==> config.mk <==
export PLATFORM = sky130hd
export DESIGN_NAME = pixel_run_length_encoder_core
export DESIGN_NICKNAME = d
export VERILOG_FILES = /design/src/design/prle_pkg.sv /design/src/design/prle_front.sv /design/src/design/prle_fifo.sv /design/src/design/prle_back.sv /design/src/design/pixel_run_length_encoder_core.sv
export SDC_FILE = /design/constraint.sdc
export NUM_CORES = 1
export LEC_CHECK = 0
export ABC_AREA = 1
export BUFFER_PORTS_ARGS = -buffer_cell sky130_fd_sc_hd__buf_2
export CORE_MARGIN = 1
export CORE_UTILIZATION = 34
export DETAILED_ROUTE_END_ITERATION = 16
export PLACE_DENSITY = 0.55
export SYNTH_ARGS = -nofsm -noshare
export SYNTH_HDL_FRONTEND = slang
export SYNTH_SLANG_ARGS = --single-unit
==> constraint.sdc <==
create_clock -name clk -period 4.4 [get_ports clk]
set_input_delay 0.22 -clock clk [delete_from_list [all_inputs] [get_ports clk]]
set_output_delay 0.22 -clock clk [all_outputs]
set_load 0.03 [all_outputs]
==> src/design/prle_pkg.sv <==
// Shared types and constants for the pixel run-length encoder.
package prle_pkg;

	localparam int unsigned PRLE_QUEUE_DEPTH = 4;

	localparam logic [7:0] COUNT_MAX   = 8'hFF;
	localparam logic [7:0] SINGLE_FLAG = 8'h80;

	// one queue entry: the bytes one pixel produced, oldest in slot 0
	typedef struct packed {
		logic [1:0]      cnt;
		logic            last;
		logic [2:0][7:0] bytes;
	} entry_t;

endpackage

==> src/design/prle_front.sv <==
// Front end: takes pixels, updates the run state and packs the bytes each pixel produces.
module prle_front (
	input  logic             clk,
	input  logic             arst_n,
	input  logic             pix_valid,
	output logic             pix_stall,
	input  logic [15:0]      pixel,
	input  logic             block_end,
	input  logic             q_full,
	output logic             q_push,
	output prle_pkg::entry_t q_entry
);
	import prle_pkg::*;

	logic [5:0]      run_colour_q;
	logic [7:0]      run_length_q;
	logic [5:0]      colour;
	logic [5:0]      colour_nx;
	logic [7:0]      len_base;
	logic [7:0]      len_nx;
	logic [1:0]      n;
	logic [2:0][7:0] bytes;
	logic            accept;

	function automatic logic [2:0][7:0] put_byte(logic [2:0][7:0] v, logic [1:0] idx,
		logic [7:0] x);
		logic [2:0][7:0] r;
		r = v;
		unique case (idx)
			2'd0: r[0] = x;
			2'd1: r[1] = x;
			2'd2: r[2] = x;
			default: ;
		endcase
		return r;
	endfunction

	assign colour    = {pixel[14:13], pixel[9:8], pixel[4:3]};
	assign pix_stall = q_full;
	assign accept    = pix_valid && !q_full;

	always_comb begin
		n         = 2'd0;
		bytes     = '0;
		len_base  = run_length_q;
		colour_nx = run_colour_q;
		len_nx    = run_length_q;
		// full run goes out before this pixel is looked at
		if (run_length_q == COUNT_MAX) begin
			bytes    = put_byte(bytes, n, {2'b00, run_colour_q});
			n        = n + 2'd1;
			bytes    = put_byte(bytes, n, COUNT_MAX);
			n        = n + 2'd1;
			len_base = 8'd0;
		end
		if (colour == run_colour_q) begin
			len_nx = len_base + 8'd1;
		end else begin
			if (len_base == 8'd1) begin
				bytes = put_byte(bytes, n, {2'b00, run_colour_q} | SINGLE_FLAG);
				n     = n + 2'd1;
			end else if (len_base != 8'd0) begin
				bytes = put_byte(bytes, n, {2'b00, run_colour_q});
				n     = n + 2'd1;
				bytes = put_byte(bytes, n, len_base);
				n     = n + 2'd1;
			end
			colour_nx = colour;
			len_nx    = 8'd1;
		end
		if (block_end) begin
			// flush: open run is at least one pixel here
			if (len_nx == 8'd1) begin
				bytes = put_byte(bytes, n, {2'b00, colour_nx} | SINGLE_FLAG);
				n     = n + 2'd1;
			end else begin
				bytes = put_byte(bytes, n, {2'b00, colour_nx});
				n     = n + 2'd1;
				bytes = put_byte(bytes, n, len_nx);
				n     = n + 2'd1;
			end
			colour_nx = 6'd0;
			len_nx    = 8'd0;
		end
	end

	assign q_push        = accept && (n != 2'd0);
	assign q_entry.cnt   = n;
	assign q_entry.last  = block_end;
	assign q_entry.bytes = bytes;

	always_ff @(posedge clk or negedge arst_n) begin
		if (!arst_n) begin
			run_colour_q <= '0;
			run_length_q <= '0;
		end else if (accept) begin
			run_colour_q <= colour_nx;
			run_length_q <= len_nx;
		end
	end

endmodule

==> src/design/prle_fifo.sv <==
// Entry queue between the front end and the byte emitter.
module prle_fifo #(
	parameter int unsigned DEPTH = prle_pkg::PRLE_QUEUE_DEPTH
) (
	input  logic             clk,
	input  logic             arst_n,
	input  logic             push,
	input  prle_pkg::entry_t wr_entry,
	input  logic             pop,
	output prle_pkg::entry_t rd_entry,
	output logic             full,
	output logic             empty
);
	import prle_pkg::*;

	localparam int unsigned PW = (DEPTH > 1) ? $clog2(DEPTH) : 1;
	localparam int unsigned CW = $clog2(DEPTH + 1);
	localparam logic [PW-1:0] LAST_PTR = PW'(DEPTH - 1);
	localparam logic [CW-1:0] FULL_CNT = CW'(DEPTH);

	entry_t        mem_q [DEPTH];
	logic [PW-1:0] wr_ptr_q;
	logic [PW-1:0] rd_ptr_q;
	logic [CW-1:0] count_q;
	logic          do_push;
	logic          do_pop;

	assign full     = (count_q == FULL_CNT);
	assign empty    = (count_q == '0);
	assign do_push  = push && !full;
	assign do_pop   = pop && !empty;
	assign rd_entry = mem_q[rd_ptr_q];

	always_ff @(posedge clk) begin
		if (do_push) begin
			mem_q[wr_ptr_q] <= wr_entry;
		end
	end

	always_ff @(posedge clk or negedge arst_n) begin
		if (!arst_n) begin
			wr_ptr_q <= '0;
			rd_ptr_q <= '0;
			count_q  <= '0;
		end else begin
			if (do_push) begin
				wr_ptr_q <= (wr_ptr_q == LAST_PTR) ? '0 : wr_ptr_q + PW'(1);
			end
			if (do_pop) begin
				rd_ptr_q <= (rd_ptr_q == LAST_PTR) ? '0 : rd_ptr_q + PW'(1);
			end
			unique case ({do_push, do_pop})
				2'b10:   count_q <= count_q + CW'(1);
				2'b01:   count_q <= count_q - CW'(1);
				default: count_q <= count_q;
			endcase
		end
	end

endmodule

==> src/design/prle_back.sv <==
// Back end: walks the bytes of each queue entry into a registered output.
module prle_back (
	input  logic             clk,
	input  logic             arst_n,
	input  prle_pkg::entry_t head,
	input  logic             head_valid,
	output logic             q_pop,
	output logic             code_valid,
	input  logic             code_stall,
	output logic [7:0]       code_byte,
	output logic             last_byte
);
	import prle_pkg::*;

	logic [1:0] idx_q;
	logic       out_valid_q;
	logic [7:0] code_byte_q;
	logic       last_byte_q;
	logic       load;
	logic       at_end;
	logic [7:0] sel_byte;

	assign load   = head_valid && (!out_valid_q || !code_stall);
	assign at_end = (idx_q == head.cnt - 2'd1);
	assign q_pop  = load && at_end;

	always_comb begin
		unique case (idx_q)
			2'd1:    sel_byte = head.bytes[1];
			2'd2:    sel_byte = head.bytes[2];
			default: sel_byte = head.bytes[0];
		endcase
	end

	always_ff @(posedge clk or negedge arst_n) begin
		if (!arst_n) begin
			idx_q       <= '0;
			out_valid_q <= 1'b0;
		end else begin
			if (load) begin
				idx_q       <= at_end ? 2'd0 : idx_q + 2'd1;
				out_valid_q <= 1'b1;
			end else if (!code_stall) begin
				out_valid_q <= 1'b0;
			end
		end
	end

	always_ff @(posedge clk) begin
		if (load) begin
			code_byte_q <= sel_byte;
			last_byte_q <= head.last && at_end;
		end
	end

	assign code_valid = out_valid_q;
	assign code_byte  = code_byte_q;
	assign last_byte  = last_byte_q;

endmodule

==> src/design/pixel_run_length_encoder_core.sv <==
// Top level of the pixel run-length encoder.
//
//  channel | direction | handshake              | payload
//  --------+-----------+------------------------+----------------------
//  pixel   | in        | pix_valid / pix_stall  | pixel, block_end
//  code    | out       | code_valid / code_stall| code_byte, last_byte
//
// A pixel is taken every cycle while the entry queue has room; the run state
// updates in the front end. Bytes leave at one per cycle from the output register
// while code_stall is low; a three-byte pixel holds the emitter until all have
// left. Bytes pass the queue entry and output registers. Reset empties the queue
// and clears the run state. Output stall backs up through the queue to pix_stall.
module pixel_run_length_encoder_core #(
	parameter int unsigned QUEUE_DEPTH = prle_pkg::PRLE_QUEUE_DEPTH
) (
	input  logic        clk,
	input  logic        arst_n,
	input  logic        pix_valid,
	output logic        pix_stall,
	input  logic [15:0] pixel,
	input  logic        block_end,
	output logic        code_valid,
	input  logic        code_stall,
	output logic [7:0]  code_byte,
	output logic        last_byte
);
	import prle_pkg::*;

	entry_t push_entry;
	entry_t head_entry;
	logic   q_push;
	logic   q_pop;
	logic   q_full;
	logic   q_empty;

	prle_front u_front (
		.clk       (clk),
		.arst_n    (arst_n),
		.pix_valid (pix_valid),
		.pix_stall (pix_stall),
		.pixel     (pixel),
		.block_end (block_end),
		.q_full    (q_full),
		.q_push    (q_push),
		.q_entry   (push_entry)
	);

	prle_fifo #(
		.DEPTH (QUEUE_DEPTH)
	) u_fifo (
		.clk      (clk),
		.arst_n   (arst_n),
		.push     (q_push),
		.wr_entry (push_entry),
		.pop      (q_pop),
		.rd_entry (head_entry),
		.full     (q_full),
		.empty    (q_empty)
	);

	prle_back u_back (
		.clk        (clk),
		.arst_n     (arst_n),
		.head       (head_entry),
		.head_valid (!q_empty),
		.q_pop      (q_pop),
		.code_valid (code_valid),
		.code_stall (code_stall),
		.code_byte  (code_byte),
		.last_byte  (last_byte)
	);

endmodule

==> flow_metrics.env, run 1 <==
export IMPL_die_y_um=145
export IMPL_synth_cell_types=42
export IMPL_place_worst_setup_slack_ns=0.625
export IMPL_p_leak_nw=3.05
export IMPL_start_util=0.350
export IMPL_root_buffer="clkbuf_16"
export IMPL_gp_congestion=0.908
export IMPL_end_kind="flop"
export IMPL_ys_seq_area_frac=0.596
export IMPL_synth_edf_count=117
export IMPL_status="completed"
export IMPL_design_area_um2=7870
export IMPL_gr_usage_all_layers=0.165
export IMPL_rsz0062_at_grt="no"
export IMPL_drc=0
export IMPL_fin_ws_ns=0.611
export IMPL_yosys_warnings=0
export IMPL_skew_ns=0.00851
export IMPL_cts_sinks=141
export IMPL_dieArea_um2=20900
export IMPL_cp_slowest_cell="dfrtp_1"
export IMPL_first_pass_iters=5
export IMPL_drive_gt1_frac=0.156
export IMPL_numPlacedInstances=950
export IMPL_worst_hold_slack_ns=0.0411
export IMPL_final_setup_viol_count=0
export IMPL_synth_area_leaders="edfxtp_1 51%, dfrtp_1 8.7%, nand2_1 6.4%"
export IMPL_synth_top_area_frac=0.509
export IMPL_avgRoutedWirePerCell_um=16.6
export IMPL_cp_data_arrival_time_ns=4.08
export IMPL_portBuffers=21
export IMPL_critPathMaxStageDelay_ns=0.47
export IMPL_grt_pass1_vias=4834
export IMPL_syn_inst=688
export IMPL_grt_start_max_net_pins=47
export IMPL_async_reset_ff_frac=0.170
export IMPL_post_route_min_period_ns=3.79
export IMPL_fin_tns_setup_ns=0
export IMPL_layout_nets=741
export IMPL_routed_via_count=5046
export IMPL_final_core_util=0.399
export IMPL_ir_drop_uv=324
export IMPL_placed_area_um2=7260
export IMPL_netlist_top_cells_count="117 x edfxtp_1, 117 x nand2_1, 71 x o21ai_0"
export IMPL_hold_viol_final=0
export IMPL_cp_required_ns=4.70
export IMPL_cts_tree="yes"
export IMPL_clkSlewWorstSetupHoldPaths_ns=0.06
export IMPL_crit_fanout=27
export IMPL_antenna_found_initial=0
export IMPL_placeableCoreArea_um2=19700
export IMPL_synthToLayoutAreaGrowth_pct=13.9
export IMPL_cp_cell_sequence="ha_1 -> inv_1 -> nor2_2 -> nand2_4 -> nand2_1 -> nand3_1 -> inv_2 -> nand3_2 -> clkinv_2 -> nand2_2 -> inv_1 -> ha_1 -> nand2_1 -> nand2_1 -> a21oi_2 -> nand3_2 -> nand2_4 -> ha_1 -> inv_1 -> fa_1 -> a21oi_1 -> o21ai_0 -> xor2_1"
export IMPL_maxSlewHeadroom=0.437
export IMPL_drv_slew=0
export IMPL_period_share=0.861
export IMPL_antenna_left=0
export IMPL_worst_slew_pin_slew_ns=0.843
export IMPL_holdCritPathClass="input port to flop"
export IMPL_critPathBufInv=5
export IMPL_grt_pass1_wl_mm=25.4
export IMPL_cts_made_buffers=17
export IMPL_drv_cap=0
export IMPL_vias_per_cell=5.13
export IMPL_crit_path_start_kind="flop"
export IMPL_fin_total_pwr_mw=5.30
export IMPL_ys_ff_latch=141
export IMPL_worstSetupPathType="flop to flop"
export IMPL_p_per_area_nw_per_um2=674
export IMPL_syn_area_um2=6910
export IMPL_synth_net_count=724
export IMPL_stdcell_count=983
export IMPL_hpwl_mm=10.9
export IMPL_netlist_top_cell_by_area="edfxtp_1"
export IMPL_post_cts_buffers=0
export IMPL_cts_max_path_buffers=2
export IMPL_n_antenna_cell=0
export IMPL_synthFlopType="edfxtp_1"
export IMPL_drtIter0Drc=336
export IMPL_cp_top_family="simple AND/OR/NAND/NOR gates"
export IMPL_rows=51
export IMPL_syn_area_per_cell_um2=10.0
export IMPL_gr_total_overflow=0
export IMPL_die_x_um=145
export IMPL_clk_latency_ns=0.42
export IMPL_drt_wl_total_mm=16.3
export IMPL_pin_count=32
export IMPL_htree_levels=4
export IMPL_fmax_mhz=264
## worst reg2reg max path, stage by stage (launching register included)
cell,delay (ns)
dfrtp_1,0.47
ha_1,0.24
inv_1,0.06
nor2_2,0.05
nand2_4,0.23
nand2_1,0.14
nand3_1,0.12
inv_2,0.05
nand3_2,0.07
clkinv_2,0.11
nand2_2,0.14
inv_1,0.09
ha_1,0.25
nand2_1,0.10
nand2_1,0.09
a21oi_2,0.18
nand3_2,0.14
nand2_4,0.14
ha_1,0.16
inv_1,0.06
fa_1,0.38
a21oi_1,0.14
o21ai_0,0.11
xor2_1,0.15
## state kept, by name, summed over array words and instances, names as in the netlist
register / flops
u_back.idx_q: 2
u_fifo.count_q: 3
u_back.code_byte: 8
u_front.run_length_q: 8
u_fifo.mem_q: 108
u_fifo.rd_ptr_q: 2
u_back.code_valid: 1
u_back.last_byte: 1
u_fifo.wr_ptr_q: 2
u_front.run_colour_q: 6
## timing repair
| action | 4_1_cts | 5_1_grt |
|---|---|---|
| resized for setup | 0 | 0 |
| hold buffers | 1 | 0 |
| endpoints found under the hold margin | 24 | 0 |
## report_power, final
group | switching (mW) | leakage [nW] | internal [mW]
Sequential | 0.122 | 1.40 | 1.88
Clock | 0.554 | 0.280 | 0.895
Combinational | 1.31 | 1.37 | 0.538
## cell type report
cell class | count | area (um^2)
timing repair buffer | 31 | 183
clock inverter | 13 | 165
inverter | 64 | 246
sequential | 141 | 4110
tap | 265 | 332
clock buffer | 19 | 433
multi-input combinational | 450 | 2390
fill | 1900 | 11900
## layout by cell type (no fill, tap or decap), types with 6 or more instances in the layout
cell / Yosys / final
clkbuf_16: 0 / 17
ha_1: 14 / 14
nand2_1: 117 / 117
a31oi_1: 14 / 14
edfxtp_1: 117 / 117
inv_2: 9 / 9
dfrtp_1: 24 / 24
nand2_2: 9 / 9
o22ai_1: 35 / 35
inv_1: 53 / 53
nor2_1: 67 / 67
a21oi_1: 11 / 11
buf_4: 1 / 9
nor2_2: 12 / 12
o21ai_0: 71 / 71
o211ai_1: 7 / 7
buf_2: 2 / 21
nand3_1: 50 / 50
nand3_2: 6 / 6
## logic make-up after synthesis
logic type / after synthesis / synth area share
AO/OA/AOI/OAI: 155 / 0.131
AND/OR/NAND/NOR: 276 / 0.182
adder cells (fa/ha/maj): 15 / 0.0283
flip-flops: 141 / 0.596
XOR/XNOR: 4 / 0.00507
buffers and inverters: 97 / 0.0580
## routing by layer
layer,up-vias,global-route usage,part of all wire
met1,2438,0.216,0.46
met3,26,0.0305,0.052
met5,-,0,0
met2,146,0.268,0.47
li1,2436,-,-
met4,0,0.0681,0.020
## worst paths after layout
path	from	slack (ns)	cells after the start	to
min	code_stall	0.04	3	u_back.code_valid
min in group asynchronous	arst_n	0.35	2	u_fifo.wr_ptr_q[1]
max in group asynchronous	arst_n	3.65	2	u_front.run_colour_q[0]
max reg2reg	u_front.run_length_q[0]	0.61	23	u_fifo.count_q[2]
min reg2reg	u_back.code_valid	0.49	2	u_back.code_valid
max	u_front.run_length_q[0]	0.61	23	u_fifo.count_q[2]
Power figures use the tool's default switching activity.
==> inputs of run 2 (changes only) <==
--- a/config.mk
+++ b/config.mk
@@ -10,6 +10,7 @@
 export CORE_MARGIN = 1
 export CORE_UTILIZATION = 34
 export DETAILED_ROUTE_END_ITERATION = 16
+export HOLD_SLACK_MARGIN = 0.1
 export PLACE_DENSITY = 0.55
 export SYNTH_ARGS = -nofsm -noshare
 export SYNTH_HDL_FRONTEND = slang
==> flow_metrics.env, run 2 (synthesis gave the netlist of run 1 again) <==
export IMPL_die_x_um=145
export IMPL_vias_per_cell=5.15
export IMPL_cts_sinks=141
export IMPL_ctsResizeCount=0
export IMPL_gp_congestion=0.908
export IMPL_drv_cap=0
export IMPL_cts_made_buffers=17
export IMPL_period_share=0.862
export IMPL_grt_pass1_wl_mm=25.5
export IMPL_regMostFlops="u_fifo.mem_q"
export IMPL_drc=0
export IMPL_synthToLayoutAreaGrowth_pct=14.0
export IMPL_cp_slowest_cell="dfrtp_1"
export IMPL_avgRoutedWirePerCell_um=16.5
export IMPL_placeableCoreArea_um2=19700
export IMPL_critPathMaxStageDelay_ns=0.47
export IMPL_fin_tns_setup_ns=0
export IMPL_final_cell_mix="117 x nand2_1, 117 x edfxtp_1, 71 x o21ai_0"
export IMPL_p_sw_mw=1.99
export IMPL_fin_total_pwr_mw=5.30
export IMPL_worst_slew_pin_slew_ns=0.847
export IMPL_fmax_mhz=264
export IMPL_status="completed"
export IMPL_pin_count=32
export IMPL_ir_drop_uv=324
export IMPL_critPathBufInv=5
export IMPL_holdCritPathClass="input port to flop"
export IMPL_skew_ns=0.00984
export IMPL_final_setup_viol_count=0
export IMPL_clockPowerShare=0.273
export IMPL_sw_frac_of_total=0.375
export IMPL_drv_slew=0
export IMPL_hpwl_mm=10.9
export IMPL_portBuffers=21
export IMPL_cp_cell_sequence="ha_1 -> inv_1 -> nor2_2 -> nand2_4 -> nand2_1 -> nand3_1 -> inv_2 -> nand3_2 -> clkinv_2 -> nand2_2 -> inv_1 -> ha_1 -> nand2_1 -> nand2_1 -> a21oi_2 -> nand3_2 -> nand2_4 -> ha_1 -> inv_1 -> fa_1 -> a21oi_1 -> o21ai_0 -> xor2_1"
export IMPL_cts_max_path_buffers=2
export IMPL_gr_usage_all_layers=0.165
export IMPL_worstSetupPathType="flop to flop"
export IMPL_drtIter0Drc=382
export IMPL_antenna_left=0
export IMPL_die_y_um=145
export IMPL_p_leak_nw=3.05
export IMPL_drive_gt1_frac=0.156
export IMPL_htree_levels=4
export IMPL_regArea_um2=4110
export IMPL_p_per_area_nw_per_um2=673
export IMPL_rsz0062_at_grt="no"
export IMPL_cp_data_arrival_time_ns=4.09
export IMPL_rows=51
export IMPL_routed_via_count=5066
export IMPL_grt_pass1_vias=4837
export IMPL_nFillCells=1900
export IMPL_post_cts_buffers=0
export IMPL_hold_viol_final=0
export IMPL_antenna_found_initial=0
export IMPL_drt_wl_total_mm=16.3
export IMPL_p_int_mw=3.32
export IMPL_n_antenna_cell=0
export IMPL_cts_tree="yes"
export IMPL_crit_path_start_kind="flop"
export IMPL_crit_fanout=27
export IMPL_hold_buffers=2
export IMPL_combPwrFrac=0.349
export IMPL_cp_top_family="simple AND/OR/NAND/NOR gates"
export IMPL_multiInputGateArea_um2=2390
export IMPL_start_util=0.350
export IMPL_largest_register_ffs=108
export IMPL_dieArea_um2=20900
export IMPL_gr_total_overflow=0
export IMPL_seq_power_share=0.378
export IMPL_post_route_min_period_ns=3.79
export IMPL_root_buffer="clkbuf_16"
export IMPL_end_kind="flop"
export IMPL_cp_required_ns=4.70
export IMPL_grt_start_max_net_pins=47
export IMPL_maxSlewHeadroom=0.435
export IMPL_first_pass_iters=5
export IMPL_clkSlewWorstSetupHoldPaths_ns=0.06
export IMPL_clk_latency_ns=0.42
export IMPL_layout_nets=742
[run 2: layout make-up]
| cell class | instances | share of cell area |
|---|---|---|
| clock buffers | 19 | 0.0550 |
| inverters | 64 | 0.0313 |
| repair buffers | 32 | 0.0245 |
| well taps | 265 | 0.0421 |
| flip-flops and latches | 141 | 0.522 |
| clock inverters | 13 | 0.0210 |
| multi-input cells | 450 | 0.304 |
[run 2: worst paths after layout]
check                                           to  depth (start not counted)  slack, ns               startpoint
setup / recovery                 u_fifo.count_q[2]                         23       0.61  u_front.run_length_q[0]
hold / removal             u_front.run_colour_q[3]                          3       0.15                 pixel[9]
setup reg to reg                 u_fifo.count_q[2]                         23       0.61  u_front.run_length_q[0]
hold reg to reg                  u_back.code_valid                          2       0.49        u_back.code_valid
max in group asynchronous  u_front.run_colour_q[0]                          2       3.65                   arst_n
min in group asynchronous  u_front.run_length_q[6]                          2       0.35                   arst_n
[run 2: power by group through the flow]
stage                     combinational [mW]  clock [mW]  sequential, mW
final                                   1.85        1.45            2.00
after global routing                    2.07        1.53            2.03
after detailed placement                1.86           0            2.03
after floorplan                         1.24           0            2.10
after CTS                               1.87        1.47            2.01
after global placement                  1.81           0            2.02
[run 2: metrics by stage]
step	std cells	utilization	hold slack (ns)	area, um^2	worst slack (ns)
4_1_cts	984	0.399	0.126	7880	0.602
3_5_place_dp	950	0.368	0.277	7260	0.625
2_1_floorplan	688	-	-0.0756	6910	0.947
3_3_place_gp	950	0.368	0.270	7260	0.628
6_report	984	0.399	0.147	7880	0.606
5_1_grt	984	0.399	0.159	7880	0.161
[run 2: worst reg2reg max path: cells and delay by family, from the launching register on]
family | cells | cell delay [ns]
AOI/OAI and AO/OA | 3 | 0.43
xor gates and xnor gates | 1 | 0.15
adders and majority gates | 4 | 1.03
buffers and inverters | 5 | 0.37
DFF | 1 | 0.47
and+or+nand+nor | 10 | 1.24
[run 2: routing by layer]
metal / wire [um] / part of all wire / GRT usage
met3: 886 / 0.054 / 0.0305
met5: 0 / 0 / 0
met1: 7370 / 0.45 / 0.216
met4: 331 / 0.020 / 0.0681
met2: 7690 / 0.47 / 0.268
